**src/rtl/ogr_pkg.sv**
```systemverilog
// Shared constants, types, font ROM and helpers for the outlined glyph renderer.
`default_nettype none

package ogr_pkg;

    localparam int unsigned MAX_MAP_SIZE_DEF = 256;

    localparam int unsigned CODE_W    = 8;
    localparam int unsigned COORD_W   = 9;
    localparam int unsigned CFG_W     = 9;
    localparam int unsigned CFG_IDX_W = 1;
    localparam int unsigned INDEX_W   = 16;

    localparam int unsigned CELL_W      = 7;
    localparam int unsigned CELL_H      = 9;
    localparam int unsigned CELL_PIX    = CELL_W * CELL_H;
    localparam int unsigned GLYPH_W     = 5;
    localparam int unsigned GLYPH_H     = 7;
    localparam int unsigned GLYPH_COUNT = 36;
    localparam int unsigned GLYPH_IDX_W = $clog2(GLYPH_COUNT);
    localparam int unsigned DX_W        = $clog2(CELL_W);

    localparam logic [CFG_W-1:0] MAP_SIZE_RESET = 9'd144;

    typedef enum logic [CFG_IDX_W-1:0] {
        REG_MAP_WIDTH  = 1'b0,
        REG_MAP_HEIGHT = 1'b1
    } t_cfg_reg;

    localparam logic KIND_FG      = 1'b0;
    localparam logic KIND_OUTLINE = 1'b1;

    localparam logic [CODE_W-1:0] CHAR_ZERO    = 8'h30;
    localparam logic [CODE_W-1:0] CHAR_NINE    = 8'h39;
    localparam logic [CODE_W-1:0] CHAR_A       = 8'h41;
    localparam logic [CODE_W-1:0] CHAR_Z       = 8'h5A;
    localparam logic [CODE_W-1:0] DIGIT_GLYPHS = 8'd10;

    typedef logic [GLYPH_W-1:0] t_glyph_row;

    // Row-major 5x7 font; bit 4 of a row is the leftmost column.
    localparam t_glyph_row GLYPH_ROM [GLYPH_COUNT][GLYPH_H] = '{
        '{5'h0E, 5'h11, 5'h13, 5'h15, 5'h19, 5'h11, 5'h0E},
        '{5'h04, 5'h0C, 5'h04, 5'h04, 5'h04, 5'h04, 5'h0E},
        '{5'h0E, 5'h11, 5'h01, 5'h02, 5'h04, 5'h08, 5'h1F},
        '{5'h1F, 5'h02, 5'h04, 5'h02, 5'h01, 5'h11, 5'h0E},
        '{5'h02, 5'h06, 5'h0A, 5'h12, 5'h1F, 5'h02, 5'h02},
        '{5'h1F, 5'h10, 5'h1E, 5'h01, 5'h01, 5'h11, 5'h0E},
        '{5'h06, 5'h08, 5'h10, 5'h1E, 5'h11, 5'h11, 5'h0E},
        '{5'h1F, 5'h01, 5'h01, 5'h02, 5'h04, 5'h08, 5'h10},
        '{5'h0E, 5'h11, 5'h11, 5'h0E, 5'h11, 5'h11, 5'h0E},
        '{5'h0E, 5'h11, 5'h11, 5'h0F, 5'h01, 5'h02, 5'h0C},
        '{5'h0E, 5'h11, 5'h11, 5'h1F, 5'h11, 5'h11, 5'h11},
        '{5'h1E, 5'h11, 5'h11, 5'h1E, 5'h11, 5'h11, 5'h1E},
        '{5'h0E, 5'h11, 5'h10, 5'h10, 5'h10, 5'h11, 5'h0E},
        '{5'h1C, 5'h12, 5'h11, 5'h11, 5'h11, 5'h12, 5'h1C},
        '{5'h1F, 5'h10, 5'h10, 5'h1E, 5'h10, 5'h10, 5'h1F},
        '{5'h1F, 5'h10, 5'h10, 5'h1E, 5'h10, 5'h10, 5'h10},
        '{5'h0E, 5'h11, 5'h10, 5'h17, 5'h11, 5'h11, 5'h0E},
        '{5'h11, 5'h11, 5'h11, 5'h1F, 5'h11, 5'h11, 5'h11},
        '{5'h0E, 5'h04, 5'h04, 5'h04, 5'h04, 5'h04, 5'h0E},
        '{5'h07, 5'h02, 5'h02, 5'h02, 5'h02, 5'h12, 5'h0C},
        '{5'h11, 5'h12, 5'h14, 5'h18, 5'h14, 5'h12, 5'h11},
        '{5'h10, 5'h10, 5'h10, 5'h10, 5'h10, 5'h10, 5'h1F},
        '{5'h11, 5'h1B, 5'h15, 5'h11, 5'h11, 5'h11, 5'h11},
        '{5'h11, 5'h19, 5'h15, 5'h13, 5'h11, 5'h11, 5'h11},
        '{5'h0E, 5'h11, 5'h11, 5'h11, 5'h11, 5'h11, 5'h0E},
        '{5'h1E, 5'h11, 5'h11, 5'h1E, 5'h10, 5'h10, 5'h10},
        '{5'h0E, 5'h11, 5'h11, 5'h11, 5'h15, 5'h12, 5'h0D},
        '{5'h1E, 5'h11, 5'h11, 5'h1E, 5'h14, 5'h12, 5'h11},
        '{5'h0E, 5'h11, 5'h10, 5'h0E, 5'h01, 5'h11, 5'h0E},
        '{5'h1F, 5'h04, 5'h04, 5'h04, 5'h04, 5'h04, 5'h04},
        '{5'h11, 5'h11, 5'h11, 5'h11, 5'h11, 5'h11, 5'h0E},
        '{5'h11, 5'h11, 5'h11, 5'h11, 5'h11, 5'h0A, 5'h04},
        '{5'h11, 5'h11, 5'h11, 5'h11, 5'h15, 5'h15, 5'h0A},
        '{5'h11, 5'h11, 5'h0A, 5'h04, 5'h0A, 5'h11, 5'h11},
        '{5'h11, 5'h11, 5'h11, 5'h0A, 5'h04, 5'h04, 5'h04},
        '{5'h1F, 5'h01, 5'h02, 5'h04, 5'h08, 5'h10, 5'h1F}
    };

    // Per cell position (bit = row * CELL_W + column): write needed, and glyph pixel.
    typedef struct packed {
        logic [CELL_PIX-1:0] emit;
        logic [CELL_PIX-1:0] fg;
    } t_cell_mask;

    function automatic logic is_digit(input logic [CODE_W-1:0] code);
        return (code >= CHAR_ZERO) && (code <= CHAR_NINE);
    endfunction

    function automatic logic glyph_supported(input logic [CODE_W-1:0] code);
        return is_digit(code) || ((code >= CHAR_A) && (code <= CHAR_Z));
    endfunction

    // Font slot of a supported code; unsupported codes map to slot 0 and are masked.
    function automatic logic [GLYPH_IDX_W-1:0] glyph_num(input logic [CODE_W-1:0] code);
        logic [CODE_W-1:0] slot;
        if (is_digit(code)) begin
            slot = code - CHAR_ZERO;
        end else if (glyph_supported(code)) begin
            slot = code - CHAR_A + DIGIT_GLYPHS;
        end else begin
            slot = '0;
        end
        return slot[GLYPH_IDX_W-1:0];
    endfunction

endpackage

`default_nettype wire

```
**src/rtl/ogr_if.sv**
```systemverilog
// Request channels of the outlined glyph renderer: character in, pixel write out.
`default_nettype none

interface ogr_char_if;
    logic                                 valid;
    logic                                 ready;
    logic [ogr_pkg::CODE_W-1:0]           char_code;
    logic signed [ogr_pkg::COORD_W-1:0]   top_left_x;
    logic signed [ogr_pkg::COORD_W-1:0]   top_left_y;

    modport source (output valid, char_code, top_left_x, top_left_y, input ready);
    modport sink   (input valid, char_code, top_left_x, top_left_y, output ready);
endinterface

interface ogr_pix_if;
    logic                          valid;
    logic                          ready;
    logic [ogr_pkg::INDEX_W-1:0]   pixel_index;
    logic                          pixel_kind;
    logic                          last_write;

    modport source (output valid, pixel_index, pixel_kind, last_write, input ready);
    modport sink   (input valid, pixel_index, pixel_kind, last_write, output ready);
endinterface

`default_nettype wire

```
**src/rtl/ogr_cell_mask.sv**
```systemverilog
// Cell mask: glyph lookup, one-pixel outline dilation and map clipping for a 7x9 cell.
`default_nettype none

module ogr_cell_mask #(
    parameter int unsigned MAX_MAP_SIZE = ogr_pkg::MAX_MAP_SIZE_DEF
) (
    input  logic [ogr_pkg::CODE_W-1:0]          i_char_code,
    input  logic signed [ogr_pkg::COORD_W-1:0]  i_top_left_x,
    input  logic signed [ogr_pkg::COORD_W-1:0]  i_top_left_y,
    input  logic [$clog2(MAX_MAP_SIZE+1)-1:0]   i_map_w,
    input  logic [$clog2(MAX_MAP_SIZE+1)-1:0]   i_map_h,
    output ogr_pkg::t_cell_mask                 o_mask
);

    localparam int unsigned SW = $clog2(MAX_MAP_SIZE + 1);
    localparam int unsigned CW = ((SW > ogr_pkg::COORD_W) ? SW : ogr_pkg::COORD_W) + 2;

    ogr_pkg::t_glyph_row                             glyph [ogr_pkg::GLYPH_H];
    logic                                            supported;
    logic [ogr_pkg::CELL_H-1:0][ogr_pkg::CELL_W-1:0] grid;
    logic [ogr_pkg::CELL_W-1:0]                      col_ok;
    logic [ogr_pkg::CELL_H-1:0]                      row_ok;
    logic signed [CW-1:0]                            px;
    logic signed [CW-1:0]                            py;
    logic                                            near;

    always_comb begin
        glyph     = ogr_pkg::GLYPH_ROM[ogr_pkg::glyph_num(i_char_code)];
        supported = ogr_pkg::glyph_supported(i_char_code);

        // Glyph sits inside the cell with a blank margin all round.
        grid = '0;
        for (int r = 0; r < ogr_pkg::GLYPH_H; r++) begin
            for (int c = 0; c < ogr_pkg::GLYPH_W; c++) begin
                grid[r+1][c+1] = glyph[r][ogr_pkg::GLYPH_W-1-c] & supported;
            end
        end

        px = '0;
        for (int dx = 0; dx < ogr_pkg::CELL_W; dx++) begin
            px         = CW'(i_top_left_x) + CW'(dx);
            col_ok[dx] = (px >= 0) && (px < $signed(CW'(i_map_w)));
        end
        py = '0;
        for (int dy = 0; dy < ogr_pkg::CELL_H; dy++) begin
            py         = CW'(i_top_left_y) + CW'(dy);
            row_ok[dy] = (py >= 0) && (py < $signed(CW'(i_map_h)));
        end

        o_mask = '0;
        near   = 1'b0;
        for (int dy = 0; dy < ogr_pkg::CELL_H; dy++) begin
            for (int dx = 0; dx < ogr_pkg::CELL_W; dx++) begin
                near = 1'b0;
                for (int ny = dy - 1; ny <= dy + 1; ny++) begin
                    for (int nx = dx - 1; nx <= dx + 1; nx++) begin
                        if (ny >= 0 && ny < ogr_pkg::CELL_H && nx >= 0 && nx < ogr_pkg::CELL_W) begin
                            near = near | grid[ny][nx];
                        end
                    end
                end
                o_mask.fg[dy*ogr_pkg::CELL_W+dx]   = grid[dy][dx];
                o_mask.emit[dy*ogr_pkg::CELL_W+dx] = near & col_ok[dx] & row_ok[dy];
            end
        end
    end

endmodule

`default_nettype wire

```
**src/rtl/outlined_glyph_renderer.sv**
```systemverilog
// Outlined glyph renderer top level: config, input register, cell sweep, output register.
// Each accepted character is held in an input register, turned into a 63-bit write mask of its
// 7x9 cell, then swept one cell position per cycle, row by row, left to right, except while a
// stalled output holds the sweep at a position that writes; positions that need a write produce
// one pixel request each, with last_write on the final one. The sweep stops right after the last
// position that writes. The next character is accepted while the sweep runs and is loaded the
// cycle the sweep frees, so the sweep passes from one item to the next without a gap. On an idle
// block the first write goes from the input register through the sweep to the output register.
// The pixel index is formed by an adder stepping by one per column and by map_width per row,
// wrapping at 16 bits. map_width/map_height must be written only while idle, which the block
// itself does not enforce; values above MAX_MAP_SIZE act as MAX_MAP_SIZE.
`default_nettype none

module outlined_glyph_renderer #(
    parameter int unsigned MAX_MAP_SIZE = ogr_pkg::MAX_MAP_SIZE_DEF
) (
    input  logic                              i_clk,
    input  logic                              i_rst_n,
    input  logic                              i_cfg_we,
    input  logic [ogr_pkg::CFG_IDX_W-1:0]     i_cfg_idx,
    input  logic [ogr_pkg::CFG_W-1:0]         i_cfg_data,
    ogr_char_if.sink                          i_char,
    ogr_pix_if.source                         o_pix
);

    localparam int unsigned SW  = $clog2(MAX_MAP_SIZE + 1);
    localparam int unsigned CLW = ((SW > ogr_pkg::CFG_W) ? SW : ogr_pkg::CFG_W) + 1;
    localparam int unsigned IW  = ogr_pkg::INDEX_W;
    localparam int unsigned NP  = ogr_pkg::CELL_PIX;

    // configuration
    logic [ogr_pkg::CFG_W-1:0] r_map_width;
    logic [ogr_pkg::CFG_W-1:0] r_map_height;
    logic [SW-1:0]             map_w;
    logic [SW-1:0]             map_h;

    // input register
    logic                                 r_in_vld;
    logic [ogr_pkg::CODE_W-1:0]           r_in_code;
    logic signed [ogr_pkg::COORD_W-1:0]   r_in_x;
    logic signed [ogr_pkg::COORD_W-1:0]   r_in_y;

    // sweep
    logic                          r_sw_busy;
    logic [NP-1:0]                 r_mask;
    logic [NP-1:0]                 r_fg;
    logic [ogr_pkg::DX_W-1:0]      r_dx;
    logic [IW-1:0]                 r_idx;
    logic [IW-1:0]                 r_row;
    logic [IW-1:0]                 n_row;

    // output register
    logic            r_out_vld;
    logic [IW-1:0]   r_out_index;
    logic            r_out_kind;
    logic            r_out_last;

    ogr_pkg::t_cell_mask   cell_mask;
    logic [IW-1:0]         w16;
    logic [IW-1:0]         base;
    logic                  out_free;
    logic                  rest_zero;
    logic                  sw_step;
    logic                  sw_emit;
    logic                  sw_free;
    logic                  load;
    logic                  in_ready;

    always_comb begin
        map_w = (CLW'(r_map_width) > CLW'(MAX_MAP_SIZE)) ? SW'(MAX_MAP_SIZE) : SW'(r_map_width);
        map_h = (CLW'(r_map_height) > CLW'(MAX_MAP_SIZE)) ? SW'(MAX_MAP_SIZE) : SW'(r_map_height);
    end

    always_ff @(posedge i_clk) begin
        if (!i_rst_n) begin
            r_map_width  <= ogr_pkg::MAP_SIZE_RESET;
            r_map_height <= ogr_pkg::MAP_SIZE_RESET;
        end else if (i_cfg_we) begin
            unique case (ogr_pkg::t_cfg_reg'(i_cfg_idx))
                ogr_pkg::REG_MAP_WIDTH:  r_map_width  <= i_cfg_data;
                ogr_pkg::REG_MAP_HEIGHT: r_map_height <= i_cfg_data;
                default: ;
            endcase
        end
    end

    ogr_cell_mask #(
        .MAX_MAP_SIZE (MAX_MAP_SIZE)
    ) u_cell_mask (
        .i_char_code  (r_in_code),
        .i_top_left_x (r_in_x),
        .i_top_left_y (r_in_y),
        .i_map_w      (map_w),
        .i_map_h      (map_h),
        .o_mask       (cell_mask)
    );

    always_comb begin
        w16       = IW'(map_w);
        // index of the cell's top-left corner, modulo 2^16
        base      = IW'(r_in_x) + IW'(w16 * IW'(r_in_y));
        n_row     = r_row + w16;
        out_free  = !r_out_vld || o_pix.ready;
        rest_zero = ~|r_mask[NP-1:1];
        sw_step   = r_sw_busy && (!r_mask[0] || out_free);
        sw_emit   = r_sw_busy && r_mask[0] && out_free;
        sw_free   = !r_sw_busy || (sw_step && rest_zero);
        load      = r_in_vld && sw_free;
        in_ready  = !r_in_vld || load;
    end

    assign i_char.ready = in_ready;

    always_ff @(posedge i_clk) begin
        if (!i_rst_n) begin
            r_in_vld <= 1'b0;
        end else if (i_char.valid && in_ready) begin
            r_in_vld <= 1'b1;
        end else if (load) begin
            r_in_vld <= 1'b0;
        end
    end

    always_ff @(posedge i_clk) begin
        if (i_char.valid && in_ready) begin
            r_in_code <= i_char.char_code;
            r_in_x    <= i_char.top_left_x;
            r_in_y    <= i_char.top_left_y;
        end
    end

    always_ff @(posedge i_clk) begin
        if (!i_rst_n) begin
            r_sw_busy <= 1'b0;
        end else if (load) begin
            r_sw_busy <= |cell_mask.emit;
        end else if (sw_step && rest_zero) begin
            r_sw_busy <= 1'b0;
        end
    end

    always_ff @(posedge i_clk) begin
        if (load) begin
            r_mask <= cell_mask.emit;
            r_fg   <= cell_mask.fg;
            r_dx   <= '0;
            r_idx  <= base;
            r_row  <= base;
        end else if (sw_step) begin
            r_mask <= r_mask >> 1;
            r_fg   <= r_fg >> 1;
            if (r_dx == ogr_pkg::DX_W'(ogr_pkg::CELL_W - 1)) begin
                r_dx  <= '0;
                r_row <= n_row;
                r_idx <= n_row;
            end else begin
                r_dx  <= r_dx + 1'b1;
                r_idx <= r_idx + 1'b1;
            end
        end
    end

    always_ff @(posedge i_clk) begin
        if (!i_rst_n) begin
            r_out_vld <= 1'b0;
        end else if (sw_emit) begin
            r_out_vld <= 1'b1;
        end else if (o_pix.ready) begin
            r_out_vld <= 1'b0;
        end
    end

    always_ff @(posedge i_clk) begin
        if (sw_emit) begin
            r_out_index <= r_idx;
            r_out_kind  <= r_fg[0] ? ogr_pkg::KIND_FG : ogr_pkg::KIND_OUTLINE;
            r_out_last  <= rest_zero;
        end
    end

    assign o_pix.valid       = r_out_vld;
    assign o_pix.pixel_index = r_out_index;
    assign o_pix.pixel_kind  = r_out_kind;
    assign o_pix.last_write  = r_out_last;

endmodule

`default_nettype wire

```
**src/flat_wrapper.sv**
```systemverilog
// flat-port wrapper written by rule: the top's interface ports become plain ports
module outlined_glyph_renderer_flat 
#(
    parameter int unsigned MAX_MAP_SIZE = ogr_pkg::MAX_MAP_SIZE_DEF
)
  (i_clk, i_rst_n, i_cfg_we, i_cfg_idx, i_cfg_data, i_char_valid, i_char_char_code, i_char_top_left_x, i_char_top_left_y, i_char_ready, o_pix_valid, o_pix_pixel_index, o_pix_pixel_kind, o_pix_last_write, o_pix_ready);
  ogr_char_if i_char_i ();
  ogr_pix_if o_pix_i ();
  input  logic i_clk;
  input  logic i_rst_n;
  input  logic i_cfg_we;
  input  logic [ogr_pkg::CFG_IDX_W-1:0] i_cfg_idx;
  input  logic [ogr_pkg::CFG_W-1:0] i_cfg_data;
  input wire logic [$bits(i_char_i.valid)-1:0] i_char_valid;
  input wire logic [$bits(i_char_i.char_code)-1:0] i_char_char_code;
  input wire logic [$bits(i_char_i.top_left_x)-1:0] i_char_top_left_x;
  input wire logic [$bits(i_char_i.top_left_y)-1:0] i_char_top_left_y;
  output wire logic [$bits(i_char_i.ready)-1:0] i_char_ready;
  output wire logic [$bits(o_pix_i.valid)-1:0] o_pix_valid;
  output wire logic [$bits(o_pix_i.pixel_index)-1:0] o_pix_pixel_index;
  output wire logic [$bits(o_pix_i.pixel_kind)-1:0] o_pix_pixel_kind;
  output wire logic [$bits(o_pix_i.last_write)-1:0] o_pix_last_write;
  input wire logic [$bits(o_pix_i.ready)-1:0] o_pix_ready;
  assign i_char_i.valid = i_char_valid;
  assign i_char_i.char_code = i_char_char_code;
  assign i_char_i.top_left_x = i_char_top_left_x;
  assign i_char_i.top_left_y = i_char_top_left_y;
  assign i_char_ready = i_char_i.ready;
  assign o_pix_valid = o_pix_i.valid;
  assign o_pix_pixel_index = o_pix_i.pixel_index;
  assign o_pix_pixel_kind = o_pix_i.pixel_kind;
  assign o_pix_last_write = o_pix_i.last_write;
  assign o_pix_i.ready = o_pix_ready;
  outlined_glyph_renderer #(.MAX_MAP_SIZE(MAX_MAP_SIZE)) u_core (.i_clk(i_clk), .i_rst_n(i_rst_n), .i_cfg_we(i_cfg_we), .i_cfg_idx(i_cfg_idx), .i_cfg_data(i_cfg_data), .i_char(i_char_i), .o_pix(o_pix_i));
endmodule
```
**config.mk**
```make
export PLATFORM = sky130hd
export DESIGN_NAME = outlined_glyph_renderer_flat
export DESIGN_NICKNAME = d
export VERILOG_FILES = /design/src/rtl/ogr_pkg.sv /design/src/rtl/ogr_if.sv /design/src/rtl/ogr_cell_mask.sv /design/src/rtl/outlined_glyph_renderer.sv /design/src/flat_wrapper.sv
export SDC_FILE = /design/constraint.sdc
export NUM_CORES = 1
export LEC_CHECK = 0
export ABC_AREA = 1
export BUFFER_PORTS_ARGS = -buffer_cell sky130_fd_sc_hd__buf_4
export CORE_ASPECT_RATIO = 2
export CORE_MARGIN = 1.5
export CORE_UTILIZATION = 60
export DETAILED_ROUTE_END_ITERATION = 6
export PLACE_DENSITY_LB_ADDON = 0.25
export SLEW_MARGIN = 40
export SYNTH_ARGS = -nofsm -noshare
export SYNTH_HDL_FRONTEND = slang
export SYNTH_SLANG_ARGS = --single-unit
```
**constraint.sdc**
```tcl
create_clock -name i_clk -period 8.5 [get_ports i_clk]
set_clock_uncertainty 0.2 [all_clocks]
set_input_delay 0.425 -clock i_clk [delete_from_list [all_inputs] [get_ports i_clk]]
set_output_delay 0.425 -clock i_clk [all_outputs]
set_load 0.02 [all_outputs]
```
---- Word level (Yosys, flattened, before mapping) ----
Memory sizes are Yosys's and may differ from the RTL's.
Index checks and enable logic that the tools add are counted.
storage, ports and cells
  flip-flop bits (word level) ............. 218
  bits in read-only memories .............. 2240
  input bits .............................. 41
  output and inout port bits .............. 20
  word-level logic and storage cells ...... 525
  memories kept ........................... 1
memory list
  name             words  bits a word  read ports  clocked after memory_dff  write ports  line                 source
  (no name shown)  64     35           1           0                         0            ogr_cell_mask.sv:28  glyph = ogr_pkg::GLYPH_ROM[ogr_pkg::glyph_num(i_char_code)];
cells by class
  $add $sub $neg .......................... 21
  $mul .................................... 1
  order comparisons ....................... 39
  equal/unequal tests ..................... 1
  mux-type cells .......................... 24
  bitwise operators ....................... 377
  reductions and logical operators ........ 44
operators by type and width
  operator                                                             count
  bitwise OR 1 bit                                                     214
  AND 1 bit                                                            161
  greater-or-equal comparator 10 x 1 -> 1 bit (second input constant)  14
  < comparator 10 bit                                                  14
  2-to-1 mux 63 bit                                                    2
  2-to-1 mux 55 bit                                                    2
  2-to-1 mux 16 bit                                                    6
  adder 9 x 4 -> 10 bit (second input constant)                        7
  2-to-1 mux 35 bit                                                    2
  OR reduction 63 bit                                                  1
  OR reduction 62 bit                                                  1
  adder 9 x 3 -> 10 bit (second input constant)                        4
  logical AND 1 bit                                                    24
  adder 9 x 2 -> 10 bit (second input constant)                        2
  < comparator 9 x 10 -> 1 bit                                         2
  greater-or-equal comparator 9 x 1 -> 1 bit (second input constant)   2
  greater-than comparator 9 bit (second input constant)                2
  2-to-1 mux 9 bit                                                     2
  adder 16 x 1 -> 16 bit (second input constant)                       1
  adder 16 bit                                                         1
  adder 16 x 9 -> 16 bit                                               1
  multiplier 10 x 9 -> 16 bit                                          1
  2-to-1 mux 6 bit                                                     2
  adder 9 x 5 -> 10 bit (second input constant)                        1
  other kinds (18)                                                     38

---- Longest topological paths before layout ----
  depth in word-level cells ............... 22
  gate-level depth with buffers ........... 34
  mapped depth without buffers ............ 33

---- By module ----
From an unflattened synthesis, not the netlist that was laid out.
second synthesis, totals
  cells, all modules ...................... 2881
  area total of the unflattened synthesis .. 21431.8 sq um
by module, submodules not included
  module                   instances  cells each  area each (sq um)  sequential area each (sq um)
  outlined_glyph_renderer  1          1608        13949.6            6546.3
  ogr_cell_mask            1          1273        7482.2             0.0

---- Least setup slack after synthesis ----
OpenSTA, ideal clock, no wires.
  path type ............................... reg2reg
  start ................................... register u_core.r_map_width[8] (netlist name)
  end ..................................... register u_core.r_idx[14] (data pin)
  setup time .............................. 262 ps
  arrival ................................. 5869 ps
  required time ........................... 8038 ps
  path slack .............................. 2169 ps
  stages on the path, launching flop included .. 32
  path buffers ............................ 1
  period minus slack after synthesis ...... 6331 ps
  cells stage by stage .................... dfxtp_1 > clkbuf_1 > clkinv_1 > a31oi_1 > inv_1 > nand2_1 > inv_1 > nand2_1 > fa_1 > inv_1 > fa_1 > ha_1 > inv_1 > fa_1 > inv_1 > fa_1 > ha_1 > inv_1 > o31ai_1 > a21oi_1 > o21ai_0 > and2_1 > nor2_1 > inv_1 > a21oi_1 > o21ai_0 > nand2_1 > inv_1 > o21a_1 > nor2_1 > o21ai_0 > nand2_1
between the ends
  cells in the longest elaborated chain, start to end .. 6
  elaborated cells between the ends (all ways) .. 8
  those cells by class .................... 2 x add/sub; 1 x mul; 1 x order compare; 4 x mux
RTL lines
  item                                                                 line                            source
  start: declaration                                                   outlined_glyph_renderer.sv:32   logic [ogr_pkg::CFG_W-1:0] r_map_width;
  start signal: assignment                                             outlined_glyph_renderer.sv:76   r_map_width <= ogr_pkg::MAP_SIZE_RESET;
  start signal: assignment                                             outlined_glyph_renderer.sv:80   ogr_pkg::REG_MAP_WIDTH: r_map_width <= i_cfg_data;
  greater-than comparator 9 bit                                        outlined_glyph_renderer.sv:70   map_w = (CLW'(r_map_width) > CLW'(MAX_MAP_SIZE)) ? SW'(MAX_MAP_SIZE) : SW'(r_map_width);
  2-to-1 mux 9 bit *                                                   outlined_glyph_renderer.sv:70
  branches (longest 3 deep; another with multiplier 10 x 9 -> 16 bit)  --
  2-to-1 mux 16 bit *                                                  outlined_glyph_renderer.sv:143  if (load) begin
  end signal: assignment                                               outlined_glyph_renderer.sv:147  r_idx <= base;
  end signal: assignment                                               outlined_glyph_renderer.sv:155  r_idx <= n_row;
  end signal: assignment                                               outlined_glyph_renderer.sv:158  r_idx <= r_idx + 1'b1;
  end: declaration                                                     outlined_glyph_renderer.sv:48   logic [IW-1:0] r_idx;
Mark *: on every way between the ends. The select of a mux whose other input is x is not followed.
A chain may end at the register's enable or synchronous reset.

---- Worst setup path in the final report ----
Ends and elaborated chain as after synthesis.

==> flow_summary.yaml <==
logic_synthesis:
  async_flop_share_pct: 0
  yosysSeqAreaShare_pct: 31.29
  synth.area.top_cells: "edfxtp_1 (27%), ha_1 (14%), nand2_1 (13%)"
  yosys.area.top_type: "edfxtp_1"
  synth_top_area_share_pct: 26.77
  synthSimpleGateAreaFrac_pct: 26.18
  ys_ff_latch: 218
  yosysWarnings: 0
  netlist_area_um2: 19520
  ys_types: 52
  synth-xor-area-share_pct: 3.949
  synth_top_family_by_area: "simple AND/OR/NAND/NOR gates"
  avgSynthCellArea_um2: 7.606
  synth_compound_area_share_pct: 10.73
  ys.flop_type: "edfxtp_1"
  synth_fa_ha_area_share_pct: 20.37
  synth-edff-count: 174
  muxShareOfSynthArea_pct: 0
  syn_nets: 2887
  syn-instance-count: 2566
setup_path:
  rr_worst_depth: 28
  cp-endpoint: "u_core.r_idx[14]"
  endpoint_kind: "flip-flop"
  cp_common_cell: "inv_1"
  r2r_start: "u_core.r_map_width[8]"
  r2r_setup_slack_ns: 1.37
  worstPathRequired_ns: 8.59
  reg2reg_to: "u_core.r_idx[14]"
  crit_cells: 28
  cpMaxStageDelayCell: "dfxtp_1"
  cp_slowest_stage_delay_ns: 0.64
  startpoint: "u_core.r_map_width[8]"
  critPathMaxFanout: 13
  cp.arrival_ns: 7.22
  worstSetupPathType: "reg2reg"
  crit_buf_inv: 8
  startpoint_type: "flip-flop"
  critPathTopFamily: "adder cells"
sta:
  slew_headroom_pct: 39.09
  tightest_slew_ns: 0.9041
  fmax_mhz: 140.2
  postLayoutSetupSlackWorst_ns: 1.367
  period_share_pct: 83.92
  slew_viol_final: 0
  setup_viol: 0
  holdWs_ns: 0.03174
  timing.final.crit_period_ns: 7.133
  fin_tns_setup_ns: 0
  hold_viol_final: 0
  rsz0062_at_grt: "false"
placed_design:
  placed_area_um2: 20300
  port_buffers: 60
  place.gp.congestion: 0.9953
  dp_slack_ns: 1.394
  hpwl_mm: 48.89
clock_tree:
  cts_buffers: 22
  ctsLongestPathBuffers: 3
  cts_sinks: 218
  cts_root_buf: "clkbuf_16"
  clk_latency_ns: 0.54
  tritoncts: "built"
  cts.htree.levels: 1
  post_cts.repair.setup_buffers: 0
  post_cts_resize_count: 0
  clk_pin_slew_ns: 0.07
floorplanning:
  ioPinCount: 61
  dieArea_um2: 33680
  start_util_pct: 60.77
  die_y_um: 258.1
  core_um2: 32120
  rows: 93
  fp.dieW_um: 130.5
final_layout:
  antennaDiodeCount: 0
  final_common_cell: "nand2_1"
  drive_gt1_share_pct: 6.515
  seq_area_um2: 6106
  final_util_pct: 66.67
  nNetsFinal: 2945
  syn2layout_area_growth_pct: 9.719
  multi_input_area_um2: 11990
  layout_common_cells: "nand2_1 (697), inv_1 (263), nor2_1 (236)"
  final_cell_area_um2: 21410
  fillers: 2856
outcome:
  outcome: "finished clean"
routing:
  drtPass1Iterations: 7
  wl_per_cell_um: 20.84
  num_vias: 18280
  ant_nets: 0
  drtIter0Drc: 1321
  drc_errors: 0
  viasPerCell: 5.959
  drt-total-wl_mm: 63.90
min_path:
  hold_class: "in2reg"
flow_run:
  drv_cap: 0
grt:
  grt_pass1_vias: 18790
  grt_pass1_wl_mm: 99.30
  antenna_found_initial: 1
  grt_max_degree: 111
  grt_usage_pct: 39.29
  grt-ovfl-total: 0
power_and_ir_drop:
  leakage_nw: 10.26
  pwr_density_cell_nw_per_um2: 197.6
  ir_worst_vdd_uv: 209.9
## synth_stat cells (all sizes together), types with 14 or more instances
cell	count
nand2	718
nor2	245
nand3	184
xor2	74
nand4	21
inv	274
edfxtp	174
nor4	19
clkbuf	60
a21oi	155
dfxtp	44
xnor2	14
buf	27
fa	63
o21ai	207
nor3	18
ha	217
## how the worst min path moves through the flow
stage / from / end / slack (ns) / depth (start not counted)
global route: i_cfg_data[8] / u_core.r_map_height[8] / 0.05 / 3
detailed placement: u_core.r_fg[4] / u_core.r_fg[4] / 0.25 / 2
global placement: u_core.r_fg[35] / u_core.r_fg[35] / 0.25 / 2
CTS: i_cfg_data[8] / u_core.r_map_height[8] / 0.01 / 3
finish: i_cfg_data[8] / u_core.r_map_height[8] / 0.03 / 3
floorplan: u_core.r_fg[0] / u_core.o_pix.pixel_kind / 0.23 / 1
## cell type report
class                      instances  area share, %
multi-input combinational       1980          55.99
clock inverter                    10         0.3564
inverter                         281          4.961
timing repair buffer             121          4.751
clock buffer                      30          2.927
tap                              427          2.495
sequential                       218          28.51
## cell families after synthesis
| logic type | Yosys count |
|---|---|
| adder cells (fa/ha/maj) | 280 |
| XOR/XNOR | 88 |
| buffers and inverters | 368 |
| AO/OA/AOI/OAI | 394 |
| AND/OR/NAND/NOR | 1218 |
| flip-flops | 218 |
## repair_timing
action / in CTS / in global routing
endpoints found under the setup margin: 0 / 0
endpoints found under the hold margin: 43 / 0
hold buffers: 39 / 0
## stage by stage
step	power (mW)	cells
global route	4.527	3067
finish	4.232	3067
CTS	4.200	3067
global placement	3.132	2987
floorplan	2.743	2566
detailed placement	3.206	2988
## where the power goes
part	total, mW	switching [mW]	internal [mW]
Sequential	1.53	0.127	1.40
Clock	0.984	0.457	0.528
Combinational	1.72	1.11	0.605
## state kept, by name, indices dropped and copies added (netlist names), 16 cells and up
| register | flops |
|---|---|
| u_core.r_mask | 63 |
| u_core.r_fg | 55 |
| u_core.o_pix.pixel_index | 16 |
| u_core.r_idx | 16 |
| u_core.r_row | 16 |
## worst min-delay path, delay by kind of cell
| family | cells | cell delay (ns) |
|---|---|---|
| compound gates | 2 | 0.22 |
| buf+inv | 1 | 0.09 |
## per-layer routing
layer  track usage [%]  vias to the layer above  wire length (µm)
li1                  -                     8581                 -
met1             35.32                     8431             19210
met2             69.23                      855             32690
met3             8.121                      406              4111
met4             39.62                        2              7878
met5                 0                        -                15
(Power assumes the default switching activity.)
